--- src/rtl/ssd_pkg.sv ---
// Package for the seven-segment scan display core: command and status types,
// mode codes and the segment lookup table. It depends on nothing else.
package ssd_pkg;

    localparam int unsigned CODE_W       = 5;
    localparam int unsigned SYMBOL_COUNT = 24;
    localparam logic [CODE_W-1:0] BLANK_CODE = 5'd10;
    localparam logic [7:0] POINT_CLEAR_MASK = 8'h7F;

    // Multiply by this and shift right by RECIP_SHIFT to divide a 32-bit value by ten.
    localparam logic [31:0] RECIP_TEN = 32'hCCCC_CCCD;
    localparam int unsigned RECIP_SHIFT = 35;

    localparam logic [2:0] MODE_TICK        = 3'd0;
    localparam logic [2:0] MODE_SET_CODE    = 3'd1;
    localparam logic [2:0] MODE_SET_DIGIT   = 3'd2;
    localparam logic [2:0] MODE_DIGIT_POINT = 3'd3;
    localparam logic [2:0] MODE_NUMBER      = 3'd4;
    localparam logic [2:0] MODE_CODE_KEEP   = 3'd5;
    localparam logic [2:0] MODE_CLEAR       = 3'd6;

    typedef struct packed {
        logic accept;
        logic mul_step;
        logic dig_step;
        logic blank_step;
    } ssd_cmd_t;

    typedef struct packed {
        logic out_busy;
        logic is_number;
        logic len_zero;
        logic last_digit;
    } ssd_status_t;

    function automatic logic [7:0] seg_lookup(input logic [CODE_W-1:0] code);
        logic [7:0] seg;
        case (code)
            5'd0:    seg = 8'hC0;
            5'd1:    seg = 8'hF9;
            5'd2:    seg = 8'hA4;
            5'd3:    seg = 8'hB0;
            5'd4:    seg = 8'h99;
            5'd5:    seg = 8'h92;
            5'd6:    seg = 8'h82;
            5'd7:    seg = 8'hF8;
            5'd8:    seg = 8'h80;
            5'd9:    seg = 8'h90;
            5'd10:   seg = 8'hFF;
            5'd11:   seg = 8'hBF;
            5'd12:   seg = 8'hC1;
            5'd13:   seg = 8'h89;
            5'd14:   seg = 8'hC8;
            5'd15:   seg = 8'h8C;
            5'd16:   seg = 8'hC6;
            5'd17:   seg = 8'h88;
            5'd18:   seg = 8'hC0;
            5'd19:   seg = 8'hAF;
            5'd20:   seg = 8'h7F;
            5'd21:   seg = 8'h8E;
            5'd22:   seg = 8'h86;
            5'd23:   seg = 8'hC7;
            default: seg = 8'hFF;
        endcase
        return seg;
    endfunction

endpackage

--- src/rtl/ssd_if.sv ---
// Valid/ready channel interfaces for the display core: one for command beats
// and one for segment beats. They depend on nothing else.
interface ssd_in_if;
    logic        valid;
    logic        ready;
    logic [2:0]  mode;
    logic [7:0]  position;
    logic [31:0] number;
    logic [7:0]  symbol;
    logic [7:0]  length;
    logic        zero_blank;

    modport source (output valid, mode, position, number, symbol, length, zero_blank,
                    input ready);
    modport sink   (input valid, mode, position, number, symbol, length, zero_blank,
                    output ready);
endinterface

interface ssd_out_if;
    logic       valid;
    logic       ready;
    logic [7:0] digit_enable;
    logic [7:0] segments;

    modport source (output valid, digit_enable, segments, input ready);
    modport sink   (input valid, digit_enable, segments, output ready);
endinterface

--- src/rtl/seven_segment_scan_display_core.sv ---
// Top level of the seven-segment scan display core: joins the controller and
// the datapath to the channels. Depends on ssd_pkg, ssd_if, ssd_ctrl and ssd_dp.
//
// The item channel carries command beats: a tick, a symbol or digit write to
// one position, a number to spread over several positions, or a clear. The
// result channel carries one beat per tick: a one-hot digit enable and the
// active-low segment byte of the digit under the scan index, with bit 7 low
// when that digit's point is set. Other commands give no result beat.
// A tick, a single write and a clear take effect as they are accepted, and the tick's
// result is valid in the next cycle from an output register. In number mode,
// each of the L digits (L is the length clipped to DIGITS) passes a shared 32x32
// reciprocal multiplier and a registered remainder step, and a final step blanks
// leading zeros when zero_blank is set. Further beats wait until it ends.
// The output register lets a new beat in whenever it is empty or being read;
// while the receiver stalls a result, no new beat is taken.
// Reset sets every digit to blank with its point off and the scan index to
// the first digit; the output register comes up empty.
module seven_segment_scan_display_core #(
    parameter int unsigned DIGITS = 8
) (
    input logic clk,
    input logic rst_n,
    ssd_in_if.sink    item,
    ssd_out_if.source result
);
    import ssd_pkg::*;

    ssd_cmd_t    cmd;
    ssd_status_t status;

    ssd_ctrl u_ctrl (
        .clk       (clk),
        .rst_n     (rst_n),
        .in_valid  (item.valid),
        .in_ready  (item.ready),
        .out_ready (result.ready),
        .status    (status),
        .cmd       (cmd)
    );

    ssd_dp #(
        .DIGITS (DIGITS)
    ) u_dp (
        .clk           (clk),
        .rst_n         (rst_n),
        .cmd           (cmd),
        .status        (status),
        .mode          (item.mode),
        .position      (item.position),
        .number        (item.number),
        .symbol        (item.symbol),
        .length        (item.length),
        .zero_blank    (item.zero_blank),
        .out_valid     (result.valid),
        .out_ready     (result.ready),
        .digit_enable  (result.digit_enable),
        .segments      (result.segments)
    );

    assert property (@(posedge clk) disable iff (!rst_n)
        $onehot0({cmd.accept, cmd.mul_step, cmd.dig_step, cmd.blank_step}))
        else $error("More than one datapath command in a cycle.");

    assert property (@(posedge clk) disable iff (!rst_n)
        cmd.mul_step |=> cmd.dig_step)
        else $error("Multiply step not followed by a digit step.");

    assert property (@(posedge clk) disable iff (!rst_n)
        cmd.dig_step |=> (cmd.mul_step || cmd.blank_step))
        else $error("Digit step not followed by a multiply or blanking step.");

    assert property (@(posedge clk) disable iff (!rst_n)
        result.valid |-> $onehot0(result.digit_enable))
        else $error("Digit enable is not one-hot.");

endmodule

--- src/rtl/ssd_ctrl.sv ---
// Controller of the display core: accepts command beats and sequences the
// digit conversion of number mode. Depends on ssd_pkg.
module ssd_ctrl (
    input  logic                clk,
    input  logic                rst_n,
    input  logic                in_valid,
    output logic                in_ready,
    input  logic                out_ready,
    input  ssd_pkg::ssd_status_t status,
    output ssd_pkg::ssd_cmd_t   cmd
);
    import ssd_pkg::*;

    typedef enum logic [3:0] {
        ST_IDLE  = 4'b0001,
        ST_MUL   = 4'b0010,
        ST_DIG   = 4'b0100,
        ST_BLANK = 4'b1000
    } state_t;

    state_t state_reg, state_next;

    always_comb
    begin
        state_next     = state_reg;
        in_ready       = 1'b0;
        cmd            = '0;
        unique case (state_reg)
            ST_IDLE:
            begin
                in_ready   = !status.out_busy || out_ready;
                cmd.accept = in_valid && in_ready;
                if (cmd.accept && status.is_number && !status.len_zero)
                begin
                    state_next = ST_MUL;
                end
            end
            ST_MUL:
            begin
                cmd.mul_step = 1'b1;
                state_next   = ST_DIG;
            end
            ST_DIG:
            begin
                cmd.dig_step = 1'b1;
                state_next   = status.last_digit ? ST_BLANK : ST_MUL;
            end
            ST_BLANK:
            begin
                cmd.blank_step = 1'b1;
                state_next     = ST_IDLE;
            end
            default:
            begin
                state_next = ST_IDLE;
            end
        endcase
    end

    always_ff @(posedge clk or negedge rst_n)
    begin
        if (!rst_n)
        begin
            state_reg <= ST_IDLE;
        end
        else
        begin
            state_reg <= state_next;
        end
    end

endmodule

--- src/rtl/ssd_dp.sv ---
// Datapath of the display core: symbol and point buffers, scan index, the
// divide-by-ten unit of number mode and the output register. Depends on ssd_pkg.
module ssd_dp #(
    parameter int unsigned DIGITS = 8
) (
    input  logic                 clk,
    input  logic                 rst_n,
    input  ssd_pkg::ssd_cmd_t    cmd,
    output ssd_pkg::ssd_status_t status,
    input  logic [2:0]           mode,
    input  logic [7:0]           position,
    input  logic [31:0]          number,
    input  logic [7:0]           symbol,
    input  logic [7:0]           length,
    input  logic                 zero_blank,
    output logic                 out_valid,
    input  logic                 out_ready,
    output logic [7:0]           digit_enable,
    output logic [7:0]           segments
);
    import ssd_pkg::*;

    localparam int unsigned IDX_W = (DIGITS > 1) ? $clog2(DIGITS) : 1;
    localparam int unsigned CNT_W = $clog2(DIGITS + 1);
    localparam logic [7:0] DIGITS_B = 8'(DIGITS);
    localparam logic [IDX_W-1:0] LAST_IDX = IDX_W'(DIGITS - 1);

    logic [CODE_W-1:0] sym_reg [DIGITS];
    logic [DIGITS-1:0] pt_reg;
    logic [IDX_W-1:0]  scan_reg;

    logic [31:0]       value_reg;
    logic [63:0]       prod_reg;
    logic [7:0]        pos_reg;
    logic [7:0]        start_reg;
    logic [CNT_W-1:0]  cnt_reg;
    logic [CNT_W-1:0]  len_reg;
    logic [CNT_W-1:0]  k_reg;
    logic [CNT_W-1:0]  hi_reg;
    logic              lead_reg;

    logic              out_valid_reg;
    logic [7:0]        out_en_reg;
    logic [7:0]        out_seg_reg;

    logic [CNT_W-1:0]  len_clip;
    logic [CODE_W-1:0] sym_code;
    logic [CODE_W-1:0] dig_code;
    logic [28:0]       quot;
    logic [31:0]       rem;
    logic [3:0]        digit;
    logic [CNT_W-1:0]  hi_eff;
    logic [CNT_W-1:0]  blank_cnt;
    logic [DIGITS-1:0] blank_hit;

    logic              tick;
    logic              clr;
    logic              wr_en;
    logic              wr_ok;
    logic [7:0]        wr_pos;
    logic [IDX_W-1:0]  wr_idx;
    logic [CODE_W-1:0] wr_code;
    logic              pt_en;
    logic              pt_val;

    logic [7:0]        en_next;
    logic [7:0]        seg_next;

    assign len_clip = (length > DIGITS_B) ? CNT_W'(DIGITS) : length[CNT_W-1:0];
    assign sym_code = (symbol < 8'(SYMBOL_COUNT)) ? symbol[CODE_W-1:0] : BLANK_CODE;
    assign dig_code = (number > 32'd9) ? BLANK_CODE : number[CODE_W-1:0];

    assign quot  = prod_reg[63:RECIP_SHIFT];
    assign rem   = value_reg - {quot, 3'b000} - {2'b00, quot, 1'b0};
    assign digit = rem[3:0];

    assign hi_eff    = (hi_reg == '0) ? CNT_W'(1) : hi_reg;
    assign blank_cnt = len_reg - hi_eff;

    always_comb
    begin
        for (int p = 0; p < DIGITS; p++)
        begin
            blank_hit[p] = (8'(p) - start_reg) < 8'(blank_cnt);
        end
    end

    always_comb
    begin
        tick    = 1'b0;
        clr     = 1'b0;
        wr_en   = 1'b0;
        wr_pos  = position;
        wr_code = BLANK_CODE;
        pt_en   = 1'b0;
        pt_val  = 1'b0;
        if (cmd.accept)
        begin
            unique case (mode)
                MODE_TICK:
                begin
                    tick = 1'b1;
                end
                MODE_SET_CODE:
                begin
                    wr_en   = 1'b1;
                    wr_code = sym_code;
                    pt_en   = 1'b1;
                end
                MODE_SET_DIGIT:
                begin
                    wr_en   = 1'b1;
                    wr_code = dig_code;
                    pt_en   = 1'b1;
                end
                MODE_DIGIT_POINT:
                begin
                    wr_en   = 1'b1;
                    wr_code = dig_code;
                    pt_en   = 1'b1;
                    pt_val  = 1'b1;
                end
                MODE_CODE_KEEP:
                begin
                    wr_en   = 1'b1;
                    wr_code = sym_code;
                end
                MODE_CLEAR:
                begin
                    clr = 1'b1;
                end
                default:
                begin
                    tick = 1'b0;
                end
            endcase
        end
        else if (cmd.dig_step)
        begin
            wr_en   = 1'b1;
            wr_pos  = pos_reg;
            wr_code = {1'b0, digit};
            pt_en   = 1'b1;
        end
        wr_ok  = wr_en && (wr_pos < DIGITS_B);
        wr_idx = wr_pos[IDX_W-1:0];
    end

    always_comb
    begin
        for (int b = 0; b < 8; b++)
        begin
            en_next[b] = (32'(scan_reg) == 32'(b));
        end
        seg_next = seg_lookup(sym_reg[scan_reg]);
        if (pt_reg[scan_reg])
        begin
            seg_next = seg_next & POINT_CLEAR_MASK;
        end
    end

    always_ff @(posedge clk or negedge rst_n)
    begin
        if (!rst_n)
        begin
            for (int p = 0; p < DIGITS; p++)
            begin
                sym_reg[p] <= BLANK_CODE;
            end
            pt_reg        <= '0;
            scan_reg      <= '0;
            out_valid_reg <= 1'b0;
        end
        else
        begin
            if (clr)
            begin
                for (int p = 0; p < DIGITS; p++)
                begin
                    sym_reg[p] <= BLANK_CODE;
                end
                pt_reg <= '0;
            end
            if (wr_ok)
            begin
                sym_reg[wr_idx] <= wr_code;
                if (pt_en)
                begin
                    pt_reg[wr_idx] <= pt_val;
                end
            end
            if (cmd.blank_step && lead_reg)
            begin
                for (int p = 0; p < DIGITS; p++)
                begin
                    if (blank_hit[p])
                    begin
                        sym_reg[p] <= BLANK_CODE;
                    end
                end
            end
            if (tick)
            begin
                scan_reg      <= (scan_reg == LAST_IDX) ? '0 : scan_reg + 1'b1;
                out_valid_reg <= 1'b1;
            end
            else if (out_ready)
            begin
                out_valid_reg <= 1'b0;
            end
        end
    end

    always_ff @(posedge clk)
    begin
        if (tick)
        begin
            out_en_reg  <= en_next;
            out_seg_reg <= seg_next;
        end
        if (cmd.accept)
        begin
            value_reg <= number;
            start_reg <= position;
            pos_reg   <= position + 8'(len_clip) - 8'd1;
            len_reg   <= len_clip;
            cnt_reg   <= len_clip;
            k_reg     <= '0;
            hi_reg    <= '0;
            lead_reg  <= zero_blank;
        end
        if (cmd.mul_step)
        begin
            prod_reg <= value_reg * RECIP_TEN;
        end
        if (cmd.dig_step)
        begin
            value_reg <= {3'b000, quot};
            pos_reg   <= pos_reg - 8'd1;
            cnt_reg   <= cnt_reg - 1'b1;
            k_reg     <= k_reg + 1'b1;
            if (digit != 4'd0)
            begin
                hi_reg <= k_reg + 1'b1;
            end
        end
    end

    assign status.out_busy   = out_valid_reg;
    assign status.is_number  = (mode == MODE_NUMBER);
    assign status.len_zero   = (length == 8'd0);
    assign status.last_digit = (cnt_reg == CNT_W'(1));

    assign out_valid    = out_valid_reg;
    assign digit_enable = out_en_reg;
    assign segments     = out_seg_reg;

endmodule

--- src/flat_wrapper.sv ---
// flat-port wrapper written by rule: the top's interface ports become plain ports
module seven_segment_scan_display_core_flat import ssd_pkg::*;
#(
    parameter int unsigned DIGITS = 8
)
  (clk, rst_n, item_valid, item_mode, item_position, item_number, item_symbol, item_length, item_zero_blank, item_ready, result_valid, result_digit_enable, result_segments, result_ready);
  ssd_in_if item_i ();
  ssd_out_if result_i ();
  input logic clk;
  input logic rst_n;
  input wire logic [$bits(item_i.valid)-1:0] item_valid;
  input wire logic [$bits(item_i.mode)-1:0] item_mode;
  input wire logic [$bits(item_i.position)-1:0] item_position;
  input wire logic [$bits(item_i.number)-1:0] item_number;
  input wire logic [$bits(item_i.symbol)-1:0] item_symbol;
  input wire logic [$bits(item_i.length)-1:0] item_length;
  input wire logic [$bits(item_i.zero_blank)-1:0] item_zero_blank;
  output wire logic [$bits(item_i.ready)-1:0] item_ready;
  output wire logic [$bits(result_i.valid)-1:0] result_valid;
  output wire logic [$bits(result_i.digit_enable)-1:0] result_digit_enable;
  output wire logic [$bits(result_i.segments)-1:0] result_segments;
  input wire logic [$bits(result_i.ready)-1:0] result_ready;
  assign item_i.valid = item_valid;
  assign item_i.mode = item_mode;
  assign item_i.position = item_position;
  assign item_i.number = item_number;
  assign item_i.symbol = item_symbol;
  assign item_i.length = item_length;
  assign item_i.zero_blank = item_zero_blank;
  assign item_ready = item_i.ready;
  assign result_valid = result_i.valid;
  assign result_digit_enable = result_i.digit_enable;
  assign result_segments = result_i.segments;
  assign result_i.ready = result_ready;
  seven_segment_scan_display_core #(.DIGITS(DIGITS)) u_core (.clk(clk), .rst_n(rst_n), .item(item_i), .result(result_i));
endmodule
--- config.mk ---
export PLATFORM = sky130hd
export DESIGN_NAME = seven_segment_scan_display_core_flat
export DESIGN_NICKNAME = d
export VERILOG_FILES = /design/src/rtl/ssd_pkg.sv /design/src/rtl/ssd_if.sv /design/src/rtl/seven_segment_scan_display_core.sv /design/src/rtl/ssd_ctrl.sv /design/src/rtl/ssd_dp.sv /design/src/flat_wrapper.sv
export SDC_FILE = /design/constraint.sdc
export NUM_CORES = 2
export LEC_CHECK = 0
export BUFFER_PORTS_ARGS = -buffer_cell sky130_fd_sc_hd__buf_2
export CORE_UTILIZATION = 50
export DETAILED_ROUTE_END_ITERATION = 8
export MAX_ROUTING_LAYER = met4
export PLACE_DENSITY_LB_ADDON = 0.25
export SLEW_MARGIN = 20
export SYNTH_ARGS = -nofsm -noshare
export SYNTH_HDL_FRONTEND = slang
export SYNTH_SLANG_ARGS = --single-unit
export TNS_END_PERCENT = 100
--- constraint.sdc ---
create_clock -name clk -period 8.1 [get_ports clk]
set_input_delay 1.62 -clock clk [delete_from_list [all_inputs] [get_ports clk]]
set_output_delay 1.62 -clock clk [all_outputs]
set_load 0.005 [all_outputs]
# --- Word-level counts from Yosys, hierarchy flattened ---
# Memory sizes are Yosys's and may differ from the RTL's.
# Cells that the tools add are included.
classes:
  n_addsub: 17
  multipliers: 1
  div: 0
  magnitude_cmp: 18
  n_eq_ne: 19
  shifts: 0
  n_mux: 67
  bitwise: 2
  n_reduce_logical: 21
op_table:
  columns: ["op", "n"]
  rows:
  - ["40-bit two-way mux", 3]
  - ["5-bit two-way mux", 14]
  - ["8-bit by 4-bit less-than comparator with 1-bit output", 8]
  - ["32-bit by 32-bit multiplier with 64-bit output (second input constant)", 1]
  - ["29-bit two-way mux", 2]
  - ["8-bit two-way mux", 7]
  - ["4-bit two-way mux", 12]
  - ["40-bit bitwise mux", 1]
  - ["32-bit by 4-bit greater-than comparator with 1-bit output (second input constant)", 1]
  - ["3-bit by 8-bit subtractor with 8-bit output (first input constant)", 4]
  - ["3-bit equality test (second input constant)", 7]
  - ["1-bit two-way mux", 20]
  - ["1-bit by 8-bit subtractor with 8-bit output (first input constant)", 2]
  - ["2-bit by 8-bit subtractor with 8-bit output (first input constant)", 2]
  - ["8-bit by 1-bit subtractor with 8-bit output (second input constant)", 2]
  - ["5-bit binary-select mux with 3-bit select", 1]
  - ["5-bit demux with 3-bit select", 1]
  - ["3-bit by 2-bit equality test with 1-bit output (second input constant)", 4]
  - ["4-bit case mux with 3 select lines", 1]
  - ["4-bit subtractor", 3]
  - ["5-bit case mux with 2 select lines", 1]
  - ["8-bit by 4-bit adder with 8-bit output", 1]
  - ["8-bit bitwise mux", 1]
  - ["4-bit by 1-bit equality test with 1-bit output (second input constant)", 2]
  - ["30 further kinds", 44]
totals:
  reg_bits: 201
  latch_bits: 0
  mem_bits_rw: 0
  romBits: 256
  elab_cells: 171
  memories: 1
mem_list:
  columns: ["memory", "words", "width", "read_ports", "rd_ports_with_merged_regs", "wr", "line_no", "rtl"]
  rows:
  - ["(no name shown)", 32, 8, 1, 0, 0, "ssd_pkg.sv:38", "case (code)"]

# --- Logic depth before layout (Yosys ltp) ---
depth:
  word_depth: 14
  ltp_mapped: 27
  ltp_nobuf: 26

# --- Cells and area by module ---
# From an unflattened synthesis, not the netlist that was laid out.
unflattened:
  cells_unflattened: 2607
  hier_area_um2: 26430.3
modules_own_cells:
  columns: ["mod", "instances", "cells_per_inst", "area_each_um2", "seq_area_each_um2"]
  rows:
  - ["ssd_dp", 1, 2589, 26215.1, 4554.4]
  - ["ssd_ctrl", 1, 18, 215.2, 101.3]

# --- Least setup slack after synthesis ---
# OpenSTA, ideal clock, no wires.
synth_path:
  path_type: "register to register"
  startpoint: "register u_core.u_dp.value_reg[18]"
  endpoint: "register u_core.u_dp.prod_reg[50] (data pin)"
  setup_ns: 0.256
  arrival_ns: 6.527
  required_ns: 7.844
  path_slack_ns: 1.317
  stages_incl_launch_ff: 25
  period_less_slack_ns: 6.783
  cell_sequence: "edfxtp_1 > ha_1 > inv_1 > fa_1 > inv_1 > fa_1 > inv_1 > fa_1 > inv_1 > fa_1 > fa_1 > fa_1 > inv_1 > fa_1 > inv_1 > ha_1 > and3_1 > a221oi_1 > o21bai_1 > nand3_1 > o211ai_1 > o21ai_1 > a21boi_1 > or4b_1 > o211a_1"
synth_via:
  elab_chain_cells: 1
synth_lines:
  columns: ["element", "line_no", "rtl"]
  rows:
  - ["start: declaration", "ssd_dp.sv:32", "logic [31:0] value_reg;"]
  - ["start signal: assignment", "ssd_dp.sv:223", "value_reg <= number;"]
  - ["start signal: assignment", "ssd_dp.sv:238", "value_reg <= {3'b000, quot};"]
  - ["32-bit by 32-bit multiplier with 64-bit output", "ssd_dp.sv:234", "prod_reg <= value_reg * RECIP_TEN;"]
  - ["end signal: assignment", "ssd_dp.sv:234", null]
  - ["end: declaration", "ssd_dp.sv:33", "logic [63:0] prod_reg;"]
# Every way passes these cells.
# A chain may end at the register's enable or synchronous reset.

# --- Final worst setup path ---
layout_path:
  startpoint: "register u_core.u_dp.value_reg[1]"
  endpoint: "register u_core.u_dp.prod_reg[58] (data pin)"
# The elaborated chain is that of the path after synthesis.

==> results.json <==
{
  "vias_per_cell": 5.54,
  "dp_slack_ns": 0.203,
  "cts_root_buf": "clkbuf_16",
  "seq_area_frac_synth_pct": 17.7,
  "drc": 0,
  "drv_slew": 0,
  "finalCriticalPeriod_ns": 7.80,
  "syn_inst": 2707,
  "vias": 19282,
  "wl_per_cell_um": 23.0,
  "fp-row-count": 83,
  "cts_max_level": 4,
  "path_clk_slew_ns": 0.08,
  "dieArea_um2": 53600,
  "relSlewSlack_pct": 28.5,
  "register_area_um2": 4660,
  "routed_wl_um": 80000,
  "synthesis.area_um2": 26300,
  "dp_hpwl_um": 68300,
  "overflow": 0,
  "cts_buffers": 17,
  "die_width_um": 231,
  "yosysWarnings": 0,
  "worstPathRequired_ns": 8.33,
  "hold_viol_final": 0,
  "fin_nets": 3650,
  "criticalPathCategory": "flip-flop to flip-flop",
  "antenna_found_initial": 0,
  "gp_congestion": 1.00,
  "finalSetupTns_ns": 0,
  "multi_input_area_um2": 19000,
  "grt_max_degree": 57,
  "slowest_delay_ns": 0.56,
  "grtUsageTotal_pct": 32.6,
  "cts.sinks": 166,
  "dr.pass1.iters": 5,
  "worst_slew_pin_slew_ns": 1.07,
  "path_cells": "buf_4, ha_1, inv_1, ha_1, inv_1, fa_1, inv_1, fa_1, fa_1, fa_1, fa_1, inv_1, fa_1, inv_1, ha_1, a21oi_1, o21ai_1, nor4_1, nand4_1, o211ai_2, a31oi_4, a31oi_1, nor2_1, o31a_1",
  "crit_top_cell": "fa_1",
  "ant_nets": 0,
  "drv_cap": 0,
  "synthArstFlopShare_pct": 33.7,
  "drive_gt1_share_pct": 7.40,
  "diodes": 0,
  "status": "complete, no violations",
  "die_h_um": 231,
  "setup_slack_ns": 0.303,
  "synth.area.top_cells": "fa_1, ha_1, edfxtp_1",
  "clk_path_buf_depth": 2,
  "clkLatencyLatePin_ns": 0.49,
  "dpl.cell_count": 3436,
  "crit_arrival_ns": 8.03,
  "fin_util_pct": 54.6,
  "syn_nets": 3571,
  "setup_viol_count_final": 0,
  "crit_path_end_kind": "flip-flop",
  "numPortBuffers": 81,
  "grt_first_pass_wirelength_um": 124000,
  "rsz0062_at_grt": "false",
  "ioPinCount": 82,
  "fin_crit_sh_pct": 96.3,
  "synth_cell_types": 84,
  "first_global_vias": 20520,
  "worstPathMaxFanout": 6,
  "stdcell_count": 3479,
  "synth.avg_cell_area_um2": 9.73,
  "yosysMostFrequentCell": "inv_1",
  "core_um2": 51700,
  "hp-class": "flip-flop to flip-flop",
  "ys_top_cells_by_count": "inv_1, ha_1, fa_1",
  "start_util_pct": 50.9,
  "ys.flop_type": "edfxtp_1",
  "fmax_ghz": 0.128,
  "drtIter0Drc": 1550,
  "synth-edff-count": 103,
  "synth_seq_cells": 166,
  "crit_slowest_cell": "fa_1",
  "nFillCells": 4719,
  "synth_top_cell_by_area": "fa_1",
  "cts_tree": "built",
  "cp-start-kind": "flip-flop",
  "netlist.area_leader.share_pct": 29.5,
  "largest_reg_flops": 40,
  "skew_ns": 0.0218,
  "areaGrowthSynthToFinish_pct": 7.22
}
[layout make-up]
type,instances,area share [%]
multi-input combinational,1831,67.4
sequential,166,16.5
inverter,657,8.75
tap,680,3.01
timing repair buffer,113,2.29
clock buffer,18,1.52
clock inverter,14,0.523
[placed cells by master (no fill, tap or decap), types with 38 or more instances in the layout]
cell type / instances
o21ai_0: 61
buf_2: 81
fa_1: 388
inv_1: 655
xor2_1: 49
ha_1: 409
nand2_1: 214
xnor2_1: 57
edfxtp_1: 103
dfrtp_1: 39
nor2_1: 126
nor3_1: 38
a21oi_1: 146
[cell families (layout without fill, tap and decap cells)]
logic type	after synthesis	after routing	share of synthesized area, %
simple gates	541	541	9.46
mux	23	23	1.55
buf+inv	710	802	10.2
xor+xnor	108	108	3.59
compound gates	359	359	8.44
flops	166	166	17.7
fa+ha+maj	800	800	49.1
[layer usage]
layer	share of wire [%]	global-route usage (%)	wire [um]	vias up
met5	0	-	0	-
met4	4.9	14.6	3920	0
met3	5.8	5.11	4670	132
met2	46	49.3	36600	626
met1	43	43.4	34800	9698
li1	-	-	-	8826
[worst paths after layout]
kind / from / end / slack [ns] / cells past startpoint
max in group asynchronous: rst_n / u_core.u_dp.scan_reg[0]$_DFFE_PN0P_ / 6.32 / 2
worst min register to register: u_core.u_dp.hi_reg[0]$_DFF_P_ / u_core.u_dp.hi_reg[0]$_DFF_P_ / 0.48 / 2
worst max-delay path: u_core.u_dp.value_reg[1]$_DFFE_PP_ / u_core.u_dp.prod_reg[58]$_DFFE_PN_ / 0.30 / 24
worst min-delay path: u_core.u_dp.hi_reg[0]$_DFF_P_ / u_core.u_dp.hi_reg[0]$_DFF_P_ / 0.48 / 2
worst max register to register: u_core.u_dp.value_reg[1]$_DFFE_PP_ / u_core.u_dp.prod_reg[58]$_DFFE_PN_ / 0.30 / 24
min in group asynchronous: rst_n / u_core.u_dp.sym_reg[37]$_DFF_PN0_ / 1.27 / 2
[metrics by stage]
stage | instance area (um2) | hold slack [ns]
after global routing | 28200 | 0.510
after CTS | 28100 | 0.484
after detailed placement | 27500 | 0.465
after global placement | 27500 | 0.461
after floorplan | 26300 | 0.436
final | 28200 | 0.482
[worst max-delay path: cells and delay by family (launching register included)]
kind            cells  cell delay [ns]
compound gates      6             1.43
fa+ha+maj           9             4.08
buf+inv             6             0.80
flops               1             0.52
simple gates        3             0.72
[timing repair]
item,4_1_cts,5_1_grt
hold buffers,0,0
setup endpoints to repair,0,12
setup buffers,0,11
gates resized for setup,0,7
Power is not shown: default switching activity piles up to over one toggle a cycle in this logic, so the estimate is an artifact.
